[config.mk]
export PLATFORM = sky130hd
export DESIGN_NAME = base32_stream_encoder
export DESIGN_NICKNAME = d
export VERILOG_FILES = /design/src/design/b32enc_pkg.sv /design/src/design/base32_stream_encoder.sv
export VERILOG_INCLUDE_DIRS = /design/src /design/src/design
export SDC_FILE = /design/constraint.sdc
export NUM_CORES = 1
export LEC_CHECK = 0
export BUFFER_PORTS_ARGS = -buffer_cell sky130_fd_sc_hd__buf_2
export CORE_ASPECT_RATIO = 0.9
export CORE_UTILIZATION = 45
export CTS_BUF_LIST = sky130_fd_sc_hd__clkbuf_16
export DETAILED_ROUTE_END_ITERATION = 8
export HOLD_SLACK_MARGIN = 0.1
export SYNTH_ARGS = -nofsm -noshare
export SYNTH_HDL_FRONTEND = slang
export SYNTH_SLANG_ARGS = --single-unit
export TNS_END_PERCENT = 100
[constraint.sdc]
create_clock -name i_clk -period 7.3 [get_ports i_clk]
set_input_delay 1.46 -clock i_clk [delete_from_list [all_inputs] [get_ports i_clk]]
set_output_delay 1.46 -clock i_clk [all_outputs]
set_load 0.02 [all_outputs]
[src/design/base32_stream_encoder_macros.svh]
// Assertion macros shared by the base32 stream encoder RTL.
`ifndef BASE32_STREAM_ENCODER_MACROS_SVH
`define BASE32_STREAM_ENCODER_MACROS_SVH

`ifndef ASSERT_OFF

// Property holds at every clock edge outside reset.
`define B32ENC_ASSERT(lbl, clk, rst_n, prop, msg) \
    lbl: assert property (@(posedge clk) disable iff (!rst_n) (prop)) else $error(msg);

// When the trigger holds, the consequence holds in the following cycle.
`define B32ENC_ASSERT_NEXT(lbl, clk, rst_n, trig, cons, msg) \
    lbl: assert property (@(posedge clk) disable iff (!rst_n) (trig) |=> (cons)) else $error(msg);

`else

`define B32ENC_ASSERT(lbl, clk, rst_n, prop, msg)
`define B32ENC_ASSERT_NEXT(lbl, clk, rst_n, trig, cons, msg)

`endif

`endif

[src/design/b32enc_pkg.sv]
// Types and constants for the base32 stream encoder.
`default_nettype none

package b32enc_pkg;

    localparam int BYTE_W          = 8;
    localparam int GROUP_W         = 5;
    localparam int NUM_ALPHA_WORDS = 4;
    localparam int ALPHA_WORD_W    = 64;
    localparam int CFG_IDX_W       = $clog2(NUM_ALPHA_WORDS);
    localparam int LEFT_BITS_W     = 4;
    localparam int LEFT_CNT_W      = 3;
    localparam int MAX_SYMBOLS     = 3;
    localparam int SYM_CNT_W       = 2;

    typedef logic [GROUP_W-1:0]      t_group;
    typedef logic [ALPHA_WORD_W-1:0] t_alpha_word;

    typedef struct packed {
        logic [BYTE_W-1:0] data_byte;
        logic              end_of_stream;
    } t_in_item;

    typedef struct packed {
        logic [BYTE_W-1:0] symbol;
        logic              last_symbol;
    } t_out_item;

endpackage

`default_nettype wire

[src/design/base32_stream_encoder.sv]
// Base32 stream encoder: byte in, programmable-alphabet characters out, unpadded.
// Usage:
//   Input channel (i_in_valid / o_in_stall / i_in_data) takes one raw byte per
//   transfer, plus an end_of_stream flag that flushes 1..4 leftover bits as a
//   zero-filled final character. The output channel (o_out_valid / i_out_stall
//   / o_out_data) carries one character per transfer; last_symbol marks the
//   final character caused by each input byte. Each byte yields one or two
//   characters, three when a flush adds one. The user must load the alphabet,
//   four 64-bit words of eight characters each, through i_cfg_we / i_cfg_index
//   / i_cfg_data while the block is idle; the block does not enforce this.
// Timing:
//   A transferred byte's group indices are registered in the pending list at
//   its transfer edge; its first character then moves to the output register
//   when that register can load. One character leaves per cycle while the
//   output does not stall; a byte holds the block until all its characters
//   have left, 1.6 on average over a long stream. The next byte is taken in
//   the cycle its predecessor's last character moves to the output register.
// Reset clears the alphabet (all characters read as 0), the bit accumulator
// and both channels. A stall on the output holds the current character;
// the input stalls in reset and until the last pending character can move out.
`default_nettype none
`include "base32_stream_encoder_macros.svh"

module base32_stream_encoder (
    input  wire logic                                 i_clk,
    input  wire logic                                 i_rst_n,
    // input channel
    input  wire logic                                 i_in_valid,
    output      logic                                 o_in_stall,
    input  wire b32enc_pkg::t_in_item                 i_in_data,
    // output channel
    output      logic                                 o_out_valid,
    input  wire logic                                 i_out_stall,
    output      b32enc_pkg::t_out_item                o_out_data,
    // configuration write port
    input  wire logic                                 i_cfg_we,
    input  wire logic [b32enc_pkg::CFG_IDX_W-1:0]     i_cfg_index,
    input  wire b32enc_pkg::t_alpha_word              i_cfg_data
);

    // alphabet registers
    b32enc_pkg::t_alpha_word r_alpha [b32enc_pkg::NUM_ALPHA_WORDS];

    // bit accumulator carried between bytes
    logic [b32enc_pkg::LEFT_BITS_W-1:0] r_bits, n_bits;
    logic [b32enc_pkg::LEFT_CNT_W-1:0]  r_cnt,  n_cnt;

    // pending group indices of the current item, next one in slot 0
    b32enc_pkg::t_group               r_idx [b32enc_pkg::MAX_SYMBOLS];
    b32enc_pkg::t_group               n_idx [b32enc_pkg::MAX_SYMBOLS];
    logic [b32enc_pkg::SYM_CNT_W-1:0] r_left, n_left;

    // output register
    logic                  r_out_valid, n_out_valid;
    b32enc_pkg::t_out_item r_out,       n_out;

    // split of the incoming byte
    logic [b32enc_pkg::LEFT_BITS_W+b32enc_pkg::BYTE_W-1:0] w_acc;
    b32enc_pkg::t_group                 w_g0, w_g1, w_flush;
    logic                               w_two;
    logic [b32enc_pkg::LEFT_BITS_W-1:0] w_rem_bits;
    logic [b32enc_pkg::LEFT_CNT_W-1:0]  w_rem_cnt;
    logic                               w_do_flush;

    logic                               w_out_load;
    logic                               w_emit;
    logic                               w_in_xfer;
    logic [b32enc_pkg::BYTE_W-1:0]      w_sym;

    // handshake
    assign w_out_load  = !r_out_valid || !i_out_stall;
    assign w_emit      = w_out_load && (r_left != '0);
    assign o_in_stall  = !i_rst_n ||
                         !((r_left == '0) || ((r_left == 2'd1) && w_out_load));
    assign w_in_xfer   = i_in_valid && !o_in_stall;
    assign o_out_valid = r_out_valid;
    assign o_out_data  = r_out;

    // alphabet lookup for the next pending group
    assign w_sym = r_alpha[r_idx[0][4:3]][{r_idx[0][2:0], 3'b000} +: b32enc_pkg::BYTE_W];

    // cut leftover bits plus the new byte into 5-bit groups, oldest first
    assign w_acc = {r_bits, i_in_data.data_byte};
    always_comb begin
        case (r_cnt)
            3'd0: begin
                w_g0       = w_acc[7:3];
                w_g1       = '0;
                w_two      = 1'b0;
                w_rem_cnt  = 3'd3;
                w_rem_bits = {1'b0, w_acc[2:0]};
                w_flush    = {w_acc[2:0], 2'b00};
            end
            3'd1: begin
                w_g0       = w_acc[8:4];
                w_g1       = '0;
                w_two      = 1'b0;
                w_rem_cnt  = 3'd4;
                w_rem_bits = w_acc[3:0];
                w_flush    = {w_acc[3:0], 1'b0};
            end
            3'd2: begin
                w_g0       = w_acc[9:5];
                w_g1       = w_acc[4:0];
                w_two      = 1'b1;
                w_rem_cnt  = 3'd0;
                w_rem_bits = '0;
                w_flush    = '0;
            end
            3'd3: begin
                w_g0       = w_acc[10:6];
                w_g1       = w_acc[5:1];
                w_two      = 1'b1;
                w_rem_cnt  = 3'd1;
                w_rem_bits = {3'b000, w_acc[0]};
                w_flush    = {w_acc[0], 4'b0000};
            end
            default: begin
                // four leftover bits; larger counts behave the same
                w_g0       = w_acc[11:7];
                w_g1       = w_acc[6:2];
                w_two      = 1'b1;
                w_rem_cnt  = 3'd2;
                w_rem_bits = {2'b00, w_acc[1:0]};
                w_flush    = {w_acc[1:0], 3'b000};
            end
        endcase
        w_do_flush = i_in_data.end_of_stream && (w_rem_cnt != '0);
    end

    // next-state logic
    always_comb begin
        n_bits      = r_bits;
        n_cnt       = r_cnt;
        n_idx       = r_idx;
        n_left      = r_left;
        n_out_valid = r_out_valid;
        n_out       = r_out;

        // move the next pending character into the output register
        if (w_out_load) begin
            n_out_valid = w_emit;
        end
        if (w_emit) begin
            n_out.symbol      = w_sym;
            n_out.last_symbol = (r_left == 2'd1);
            n_idx[0]          = r_idx[1];
            n_idx[1]          = r_idx[2];
            n_left            = r_left - 2'd1;
        end

        // load the groups of a newly transferred byte
        if (w_in_xfer) begin
            n_idx[0] = w_g0;
            n_idx[1] = w_two ? w_g1 : w_flush;
            n_idx[2] = w_flush;
            n_left   = {1'b0, w_two} + 2'd1 + {1'b0, w_do_flush};
            if (w_do_flush) begin
                n_bits = '0;
                n_cnt  = '0;
            end else begin
                n_bits = w_rem_bits;
                n_cnt  = w_rem_cnt;
            end
        end
    end

    // control and configuration registers
    always_ff @(posedge i_clk) begin
        if (!i_rst_n) begin
            r_bits      <= '0;
            r_cnt       <= '0;
            r_left      <= '0;
            r_out_valid <= 1'b0;
            for (int i = 0; i < b32enc_pkg::NUM_ALPHA_WORDS; i++) begin
                r_alpha[i] <= '0;
            end
        end else begin
            r_bits      <= n_bits;
            r_cnt       <= n_cnt;
            r_left      <= n_left;
            r_out_valid <= n_out_valid;
            if (i_cfg_we) begin
                r_alpha[i_cfg_index] <= i_cfg_data;
            end
        end
    end

    // payload registers
    always_ff @(posedge i_clk) begin
        r_idx <= n_idx;
        r_out <= n_out;
    end

    // checks
    `B32ENC_ASSERT(a_cnt_range, i_clk, i_rst_n, r_cnt <= 3'd4, "leftover count above four")
    `B32ENC_ASSERT_NEXT(a_xfer_fills, i_clk, i_rst_n, w_in_xfer, r_left != '0, "byte transfer left no pending character")
    `B32ENC_ASSERT_NEXT(a_eos_clears, i_clk, i_rst_n, w_in_xfer && i_in_data.end_of_stream, r_cnt == '0, "accumulator not cleared after end of stream")
    `B32ENC_ASSERT_NEXT(a_emit_valid, i_clk, i_rst_n, w_emit, o_out_valid, "emitted character not presented")

endmodule

`default_nettype wire
; Word level (Yosys, flattened, before mapping)
; Memories as Yosys holds them, arrays and structs flattened. A register that Yosys moved wholly into a read port is not among the register bits.
; Cells that the tools add are included.
[totals]
reg_bits = 34
mem_bits_rw = 256
n_memories = 1
[classes]
add_sub_neg = 3
eq_ne = 4
n_shift = 1
muxes = 21
n_reduce_logical = 19
[memory_table]
columns = name, depth, word_bits, read_ports, rd_ports_with_merged_regs, write_ports, line
row1 = r_alpha, 4, 64, 1, 1, 4, base32_stream_encoder.sv:42  ; b32enc_pkg::t_alpha_word r_alpha [b32enc_pkg::NUM_ALPHA_WORDS];
[op_table]
columns = operator, n
row1 = 64-bit 2-to-1 mux, 1
row2 = 64-bit OR reduction, 1
row3 = 64-bit by 7-bit variable part select with 8-bit output, 1
row4 = 5-bit case mux with 4 select lines, 2
row5 = 4-bit case mux with 4 select lines, 1
row6 = 15-bit 2-to-1 mux, 1
row7 = 3-bit case mux with 4 select lines, 1
row8 = 10-bit 2-to-1 mux, 1
row9 = 5-bit case mux with 2 select lines, 1
row10 = 2-bit 2-to-1 mux, 4
row11 = 3-bit by 2-bit == test with 1-bit output (second input constant), 2
row12 = 1-bit 2-to-1 mux, 6
row13 = 1-bit logical NOT, 5
row14 = 5-bit 2-to-1 mux, 1
row15 = 1-bit logical AND, 4
row16 = 4-bit 2-to-1 mux, 1
row17 = 2-bit nonzero test, 2
row18 = 3-bit by 1-bit == test with 1-bit output (second input constant), 1
row19 = 3-bit logical NOT, 1
row20 = 1-bit logical OR, 3
row21 = 3-bit 2-to-1 mux, 1
row22 = 3-bit nonzero test, 1
row23 = 1-bit by 1-bit adder with 2-bit output (second input constant), 1
row24 = 2-bit by 1-bit adder with 2-bit output, 1
row25 = other kinds (4), 4

; Longest topological paths before layout
; Gate-level depths: netlist (run 1).
[depth]
ltp_word = 10
ltp_mapped = 8

; Least setup slack after synthesis (run 1)
; OpenSTA, ideal clock, no wires.
[synth_timing]
kind = in2reg
startpoint = input i_cfg_we
endpoint = memory r_alpha[2][0] (netlist name) (enable)
setup_ps = 574
arrival_time_ps = 6247
required_ps = 6726
slack_ps = 478
stages = 3
path_buffers = 1
cell_sequence = clkbuf_1 -> nand2_1 -> o21ai_0
[synth_rtl]
columns = item, line
row1 = "start, declared", base32_stream_encoder.sv:36  ; input wire logic i_cfg_we,
row2 = "end, declared", base32_stream_encoder.sv:42

==> flow_summary.yaml, run 1 <==
synthesis:
  ys_top_cells_by_area: "edfxtp_1 63%, mux4_2 15%, and2_1 9.2%, and3_1 3.2%, dfxtp_1 1.8%"
  synth.distinct_cells: 36
  synth_top_area_share_pct: 63.5
  synth.avg_cell_area_um2: 16.1
  netlist_area_mm2: 0.0132
  syn_inst: 822
  ys_warn_count: 0
  ys_seq_area_share_pct: 65.3
  ys_ff_latch: 291
  synth_top_area_cell: "edfxtp_1"
  syn_nets: 905
min_path:
  worstHoldEndpoint: "o_out_valid"
  hp-start: "o_out_valid"
  min_path_cells: 2
  hold_path_class: "flip-flop to flip-flop"
outcome:
  run_status: "complete, no violations"
final_layout:
  drive_gt1_share_pct: 26.2
  fillers: 2436
  final_cell_mix: "279 x edfxtp_1, 194 x and2_1, 90 x buf_2, 85 x mux4_2, 67 x and3_1"
  layout_commonest_cell: "edfxtp_1"
  syn2layout_area_growth_pct: 13.1
  n_antenna_cell: 0
  nets: 975
  final_cells: 1309
global_route:
  antenna_found_initial: 0
  grt.overflow.total: 0
  grt_util_all_layers_pct: 19.1
  grt_max_degree: 81
  grt_pass1_wl_um: 42700
  grt_pass1_vias: 6751
sta:
  period_share_pct: 57.1
  setup_tns_ps: 0
  setup_viol: 0
  slew_headroom_pct: 17.6
  worst_pin_slew_ps: 1240
  hold_ws_ps: 493
  fmax_mhz: 240
  hold_viol_final: 0
  maxSlewViolCount: 0
  grt_setup_unrepaired: "false"
  fin_skew_ps: 9.02
  period_needed_ps: 4170
  setup_ws_ps: 3130
worst_setup_path:
  endpoint_kind: "flip-flop"
  worstPathCellList: "buf_2 > nand2_1 > nor3b_2 > buf_4 > nand2b_4"
  cp_slowest_stage_delay_ps: 870
  crit_arrival_ps: 4330
  crit_slowest_cell: "buf_2"
  required_ps: 7460
  cp-start-kind: "input port"
  crit_path_max_fanout: 67
  rrSetupSlack_ps: 4090
  rr_worst_depth: 4
  crit_type: "input port to flip-flop"
  r2r_end: "o_out_data[4]"
floorplanning:
  initial_core_util_pct: 45.7
  die_area_mm2: 0.0300
  io_pins: 91
  coreArea_mm2: 0.0289
  die_y_um: 164
  row_count: 59
  dieWidth_um: 183
clocking:
  postCtsSetupRepairBufs: 0
  cts_max_path_buffers: 3
  clk_latency_ps: 550
  cts_root_buffer: "clkbuf_16"
  cts_tree: "done"
  cts-buffers-inserted: 31
  cts_hold_buffers: 0
  cts.sink_count: 291
  cts_resized: 0
  h-tree-depth: 1
  clk_pin_slew_ps: 60
power_and_ir_drop:
  cellLeakagePower_nw: 5.50
  p_per_area_mw_per_mm2: 331
  ir_worst_vdd_mv: 0.203
placed_design:
  place_ws_ps: 2560
  dp_cells: 1255
  place_congestion: 0.749
  dp_hpwl_um: 17200
  port_buffers: 90
route:
  vias: 7174
  dr.pass1.iters: 5
  ant_nets: 0
  wl_um: 28500
  drc: 0
  routed_via_density: 5.48
  wl_per_cell_um: 21.8
  drt_iter0_drc: 573
flow_run:
  maxCapViolCount: 0
final cells by class:
cell class	instances	area [µm²]	area share [%]
clock buffers	31	776	5.20
clock inverters	23	140	0.939
inverters	4	15.0	0.101
multi-input cells	463	4340	29.1
flip-flops and latches	291	8620	57.8
well taps	396	495	3.32
repair buffers	101	533	3.57
per-stage QoR:
step | util [%] | total power [mW] | cell area, µm²
after floorplan | - | 3.15 | 13200
after global placement | 48.5 | 3.56 | 14000
after detailed placement | 48.5 | 3.57 | 14000
after CTS | 51.7 | 4.99 | 14900
after global routing | 51.7 | 5.14 | 14900
final | 51.7 | 4.94 | 14900
Yosys cell counts, drive strengths merged:
master	n
nor4b	1
a21o	1
a2111oi	3
dfxtp	12
ha	3
a21boi	6
mux2i	9
or3	1
nand3b	1
nand3	4
a211oi	4
inv	4
buf	15
edfxtp	279
nand4b	1
and2	194
nor3b	2
mux2	10
nand2	15
nor3	3
nor2	23
nand2b	3
o21a	2
clkbuf	49
and3	67
mux4	85
a31o	1
o21ai	13
xnor2	1
a21oi	4
nor2b	4
o22ai	1
o211ai	1
kinds of logic (layout without fill, tap and decap cells):
group / Yosys count / in the layout / synth area share (%)
AO/OA/AOI/OAI: 36 / 36 / 1.75
XOR/XNOR: 1 / 1 / 0.0664
adder cells (fa/ha/maj): 3 / 3 / 0.284
buffers and inverters: 68 / 159 / 2.17
flip-flops: 291 / 291 / 65.3
multiplexers: 104 / 104 / 16.0
AND/OR/NAND/NOR: 319 / 319 / 14.4
where the power goes:
part           internal [mW]  total [mW]  switching (mW)
sequential              2.07        2.21           0.137
clock                  0.826        1.43           0.603
combinational          0.658        1.30           0.645
layer usage:
layer | share of wire (%) | GRT usage [%] | vias up
li1 | - | - | 3262
met1 | 49 | 30.7 | 3683
met2 | 43 | 27.1 | 196
met3 | 5.8 | 3.11 | 33
met4 | 1.6 | 4.05 | 0
met5 | 0 | 0 | -
worst max-delay path: cells and delay by family:
kind / cells / cell delay (ps)
buf+inv: 2 / 1390
simple gates: 3 / 1390
flip-flops by register name, summed over array words and instances, names as in the netlist, named ones only:
register     cells
r_alpha        256
r_idx           14
o_out_data       9
r_bits           4
r_cnt            3
r_left           2
o_out_valid      1
how the worst max path moves through the flow:
stage                        start        endpoint  cells after the start
final                     i_cfg_we  r_alpha[1][41]                      5
after global routing      i_cfg_we  r_alpha[1][41]                      5
after CTS                 i_cfg_we  r_alpha[1][26]                      5
after detailed placement  i_cfg_we  r_alpha[1][60]                      5
after global placement    i_cfg_we   r_alpha[1][3]                      5
after floorplan           i_cfg_we   r_alpha[2][0]                      3
Note: power is estimated with default switching activity, not from simulation.
==> inputs of run 2 (changes only) <==
Clock period 7.3 ns to 4.04 ns, I/O delays scaled along.
==> flow_summary.yaml, run 2 (synthesized netlist as in run 1, its figures left out) <==
final_layout:
  regArea_mm2: 0.00862
  final_cell_mix: "279 x edfxtp_1, 194 x and2_1, 90 x buf_2, 85 x mux4_2, 67 x and3_1"
  multi_input_area_mm2: 0.00434
  fillers: 2376
  layout_commonest_cell: "edfxtp_1"
  drive_gt1_share_pct: 27.1
  largest_reg_flops: 256
  nets: 983
  final_cell_area_mm2: 0.0150
  top_register: "r_alpha"
  syn2layout_area_growth_pct: 13.7
power_and_ir_drop:
  p_per_area_mw_per_mm2: 596
  power.net_switching_mw: 2.56
  cellLeakagePower_nw: 5.53
  combPwrFrac_pct: 26.4
  ir_worst_vdd_mv: 0.328
  switching_share_pct: 28.5
  p_seq_share_pct: 45.1
  intPower_mw: 6.40
  clkPwrFrac_pct: 28.6
sta:
  fmax_mhz: 362
  grt_setup_unrepaired: "false"
  maxSlewViolCount: 0
  hold_ws_ps: 487
  setup_tns_ps: 0
  fin_skew_ps: 10.7
  hold_viol_final: 0
  period_needed_ps: 2760
  setup_ws_ps: 1280
  worst_pin_slew_ps: 1010
  setup_viol: 0
  period_share_pct: 68.4
  slew_headroom_pct: 32.7
placed_design:
  place_congestion: 0.778
  dpl_cell_area_mm2: 0.0141
  place_ws_ps: 785
  dp_hpwl_um: 18800
  port_buffers: 90
worst_setup_path:
  rrSetupSlack_ps: 1310
  crit_path_max_fanout: 81
  endpoint_kind: "output port"
  required_ps: 3230
  crit_type: "input port to output port"
  crit_arrival_ps: 1960
  cp-start-kind: "input port"
global_route:
  antenna_found_initial: 1
  grt_pass1_wl_um: 46000
  grt_util_all_layers_pct: 20.8
  grt_pass1_vias: 7185
  grt.overflow.total: 0
  grt_max_degree: 82
outcome:
  run_status: "complete, no violations"
route:
  routed_via_density: 5.52
  wl_um: 30600
  ant_nets: 0
  dr.pass1.iters: 5
  drt_iter0_drc: 549
  drc: 0
  vias: 7275
  wl_per_cell_um: 23.2
clocking:
  clk_latency_ps: 550
  cts.sink_count: 291
  cts_resized: 0
  cts_max_path_buffers: 3
  clk_pin_slew_ps: 60
  cts_tree: "done"
  h-tree-depth: 1
  cts_hold_buffers: 0
  cts_root_buffer: "clkbuf_16"
  cts-buffers-inserted: 31
  postCtsSetupRepairBufs: 0
flow_run:
  maxCapViolCount: 0
min_path:
  hold_path_class: "flip-flop to flip-flop"
floorplanning:
  row_count: 59
  dieWidth_um: 183
  coreArea_mm2: 0.0289
  die_y_um: 164
  initial_core_util_pct: 45.7
  die_area_mm2: 0.0300
  io_pins: 91
run 2: metrics by stage:
| step | power [mW] | utilization, % | instances |
|---|---|---|---|
| 2_1_floorplan | 5.69 | - | 822 |
| 3_3_place_gp | 6.48 | 48.9 | 1263 |
| 3_5_place_dp | 6.50 | 48.9 | 1263 |
| 4_1_cts | 9.04 | 52.0 | 1318 |
| 5_1_grt | 9.33 | 52.0 | 1318 |
| 6_report | 8.95 | 52.0 | 1319 |
run 2: critical path: stages:
cell	delay, ps
buf_2	100
buf_4	640
o21ai_0	190
buf_2	210
run 2: cell type report:
cell class	instances	area share [%]
sequential	291	57.4
clock inverter	24	0.834
clock buffer	31	5.17
antenna	1	0.0167
inverter	4	0.100
timing repair buffer	109	4.20
multi-input combinational	463	28.9
tap	396	3.30
run 2: final timing paths:
check                  from       endpoint  cells past startpoint
setup / recovery    i_rst_n     o_in_stall                      4
hold / removal    r_bits[2]      r_bits[2]                      2
setup reg to reg  flip-flop  o_out_data[4]                      4
hold reg to reg   r_bits[2]      r_bits[2]                      2
run 2: metal layers:
metal  wire [µm]  vias to the layer above  part of all wire (%)  GRT usage, %
met3        2250                       40                   7.3          5.31
met1       14300                     3747                    47          31.4
met4         499                        0                   1.6          4.43
met5           0                        -                     0             0
met2       13600                      201                    44          30.3
li1            -                     3287                     -             -
run 2: power by group through the flow:
stage / Sequential (mW) / Clock [mW] / Combinational [mW]
after floorplan: 3.93 / 0 / 1.75
after global placement: 4.10 / 0 / 2.38
after detailed placement: 4.11 / 0 / 2.39
after CTS: 4.05 / 2.60 / 2.39
after global routing: 4.08 / 2.71 / 2.54
final: 4.04 / 2.56 / 2.36
==> inputs of run 3 (changes only) <==
Clock period 4.04 ns to 2.8 ns, I/O delays scaled along.
==> flow_summary.yaml, run 3 (synthesized netlist as in run 1, its figures left out) <==
min_path:
  min_path_cells: 3
  hp-start: "i_out_stall"
  hold_path_class: "input port to flip-flop"
  worstHoldEndpoint: "o_out_valid"
floorplanning:
  row_count: 59
  io_pins: 91
  initial_core_util_pct: 45.7
  coreArea_mm2: 0.0289
  die_y_um: 164
  dieWidth_um: 183
  die_area_mm2: 0.0300
worst_setup_path:
  crit_path_max_fanout: 64
  crit_type: "flip-flop to flip-flop"
  endpoint_kind: "flip-flop"
  rr_worst_depth: 4
  timing.rr.start: "r_idx[10]"
  r2r_end: "o_out_data[8]"
  crit_arrival_ps: 2640
  required_ps: 3110
  rrSetupSlack_ps: 480
  cp-start-kind: "flip-flop"
clocking:
  cts_tree: "done"
  cts_root_buffer: "clkbuf_16"
  clk_pin_slew_ps: 60
  cts_resized: 0
  h-tree-depth: 1
  cts_max_path_buffers: 3
  postCtsSetupRepairBufs: 0
  cts.sink_count: 291
  cts-buffers-inserted: 31
  clk_latency_ps: 560
  cts_hold_buffers: 0
final_layout:
  drive_gt1_share_pct: 28.8
  final_cell_mix: "279 x edfxtp_1, 194 x and2_1, 90 x buf_2, 85 x mux4_2, 67 x and3_1"
  syn2layout_area_growth_pct: 16.4
  fillers: 2329
  n_antenna_cell: 0
  layout_commonest_cell: "edfxtp_1"
  final_cell_area_mm2: 0.0154
  largest_reg_flops: 256
  top_register: "r_alpha"
  nets: 992
sta:
  slew_headroom_pct: 49.9
  grt_setup_unrepaired: "false"
  setup_tns_ps: 0
  hold_viol_final: 0
  maxSlewViolCount: 0
  fin_skew_ps: 8.51
  period_needed_ps: 2320
  period_share_pct: 83.0
  setup_viol: 0
  worst_pin_slew_ps: 751
  fmax_mhz: 430
global_route:
  grt_max_degree: 65
  grt.overflow.total: 0
  grt_pass1_wl_um: 47800
  grt_pass1_vias: 7305
  antenna_found_initial: 0
  grt_util_all_layers_pct: 21.6
power_and_ir_drop:
  switching_share_pct: 27.4
  power.net_switching_mw: 3.76
  finalPower_mw: 13.7
  ir_worst_vdd_mv: 0.491
  clkPwrFrac_pct: 32.2
  p_seq_share_pct: 41.0
  cellLeakagePower_nw: 5.69
  p_per_area_mw_per_mm2: 893
  combPwrFrac_pct: 26.8
  intPower_mw: 9.97
outcome:
  run_status: "complete, no violations"
placed_design:
  place_congestion: 0.767
  port_buffers: 90
  dpl_cell_area_mm2: 0.0143
  dp_hpwl_um: 18900
route:
  vias: 7382
  routed_via_density: 5.55
  ant_nets: 0
  drc: 0
  dr.pass1.iters: 7
  wl_per_cell_um: 23.6
  wl_um: 31400
  drt_iter0_drc: 631
flow_run:
  maxCapViolCount: 0
==> run 3: cell count changes in the layout (fill, tap and decap cells not counted), sizes merged <==
cell	before	now
buf	109	118
clkinv	11	10
bufinv	1	8
diode	1	0
clkinvlp	1	2
inv	15	11
==> run 3: how the worst max path moves through the flow <==
stage | slack (ps) | cells past startpoint | start | to
floorplan | 100 | 5 | i_rst_n | r_alpha[1][0]
global placement | 500 | 4 | r_idx[10] | o_out_data[8]
detailed placement | 500 | 4 | flip-flop | o_out_data[2]
CTS | 480 | 4 | flip-flop | o_out_data[2]
global route | 420 | 4 | r_idx[10] | o_out_data[8]
finish | 480 | 4 | r_idx[10] | o_out_data[8]
==> run 3: critical path, stage by stage, from the launching register on <==
cell      delay (ps)
edfxtp_1         370
buf_12           330
mux4_2           550
mux4_2           460
mux2_2           270
==> run 3: through the flow <==
stage / setup slack (ps) / util (%) / hold WS, ps / cells
finish: 475 / 53.2 / 277 / 1330
global route: 417 / 53.2 / 276 / 1330
CTS: 482 / 53.2 / 264 / 1330
detailed placement: 503 / 49.4 / 489 / 1272
global placement: 504 / 49.4 / 488 / 1272
floorplan: 97.2 / - / 452 / 822
==> run 3: area by class of cell <==
cell class / count / area, µm² / area share (%)
Sequential cell: 291 / 8620 / 56.1
Timing Repair Buffer: 118 / 786 / 5.11
Inverter: 4 / 15.0 / 0.0977
Tap cell: 396 / 495 / 3.22
Clock buffer: 31 / 776 / 5.05
Clock inverter: 27 / 330 / 2.15
Multi-Input combinational cell: 463 / 4340 / 28.3
==> run 3: power groups by stage <==
| stage | logic [mW] | clock network (mW) | registers (mW) |
|---|---|---|---|
| 3_5_place_dp | 3.72 | 0 | 5.71 |
| 2_1_floorplan | 2.53 | 0 | 5.67 |
| 4_1_cts | 3.73 | 4.48 | 5.63 |
| 6_report | 3.68 | 4.42 | 5.62 |
| 5_1_grt | 3.95 | 4.67 | 5.67 |
| 3_3_place_gp | 3.68 | 0 | 5.72 |
==> run 3: per-layer routing <==
| metal | global-route usage (%) | part of all wire [%] | vias to the layer above |
|---|---|---|---|
| met1 | 34.4 | 49 | 3790 |
| met3 | 4.98 | 7.3 | 38 |
| met5 | 0 | 0 | - |
| met4 | 4.24 | 1.5 | 0 |
| met2 | 30.2 | 42 | 247 |
| li1 | - | - | 3307 |
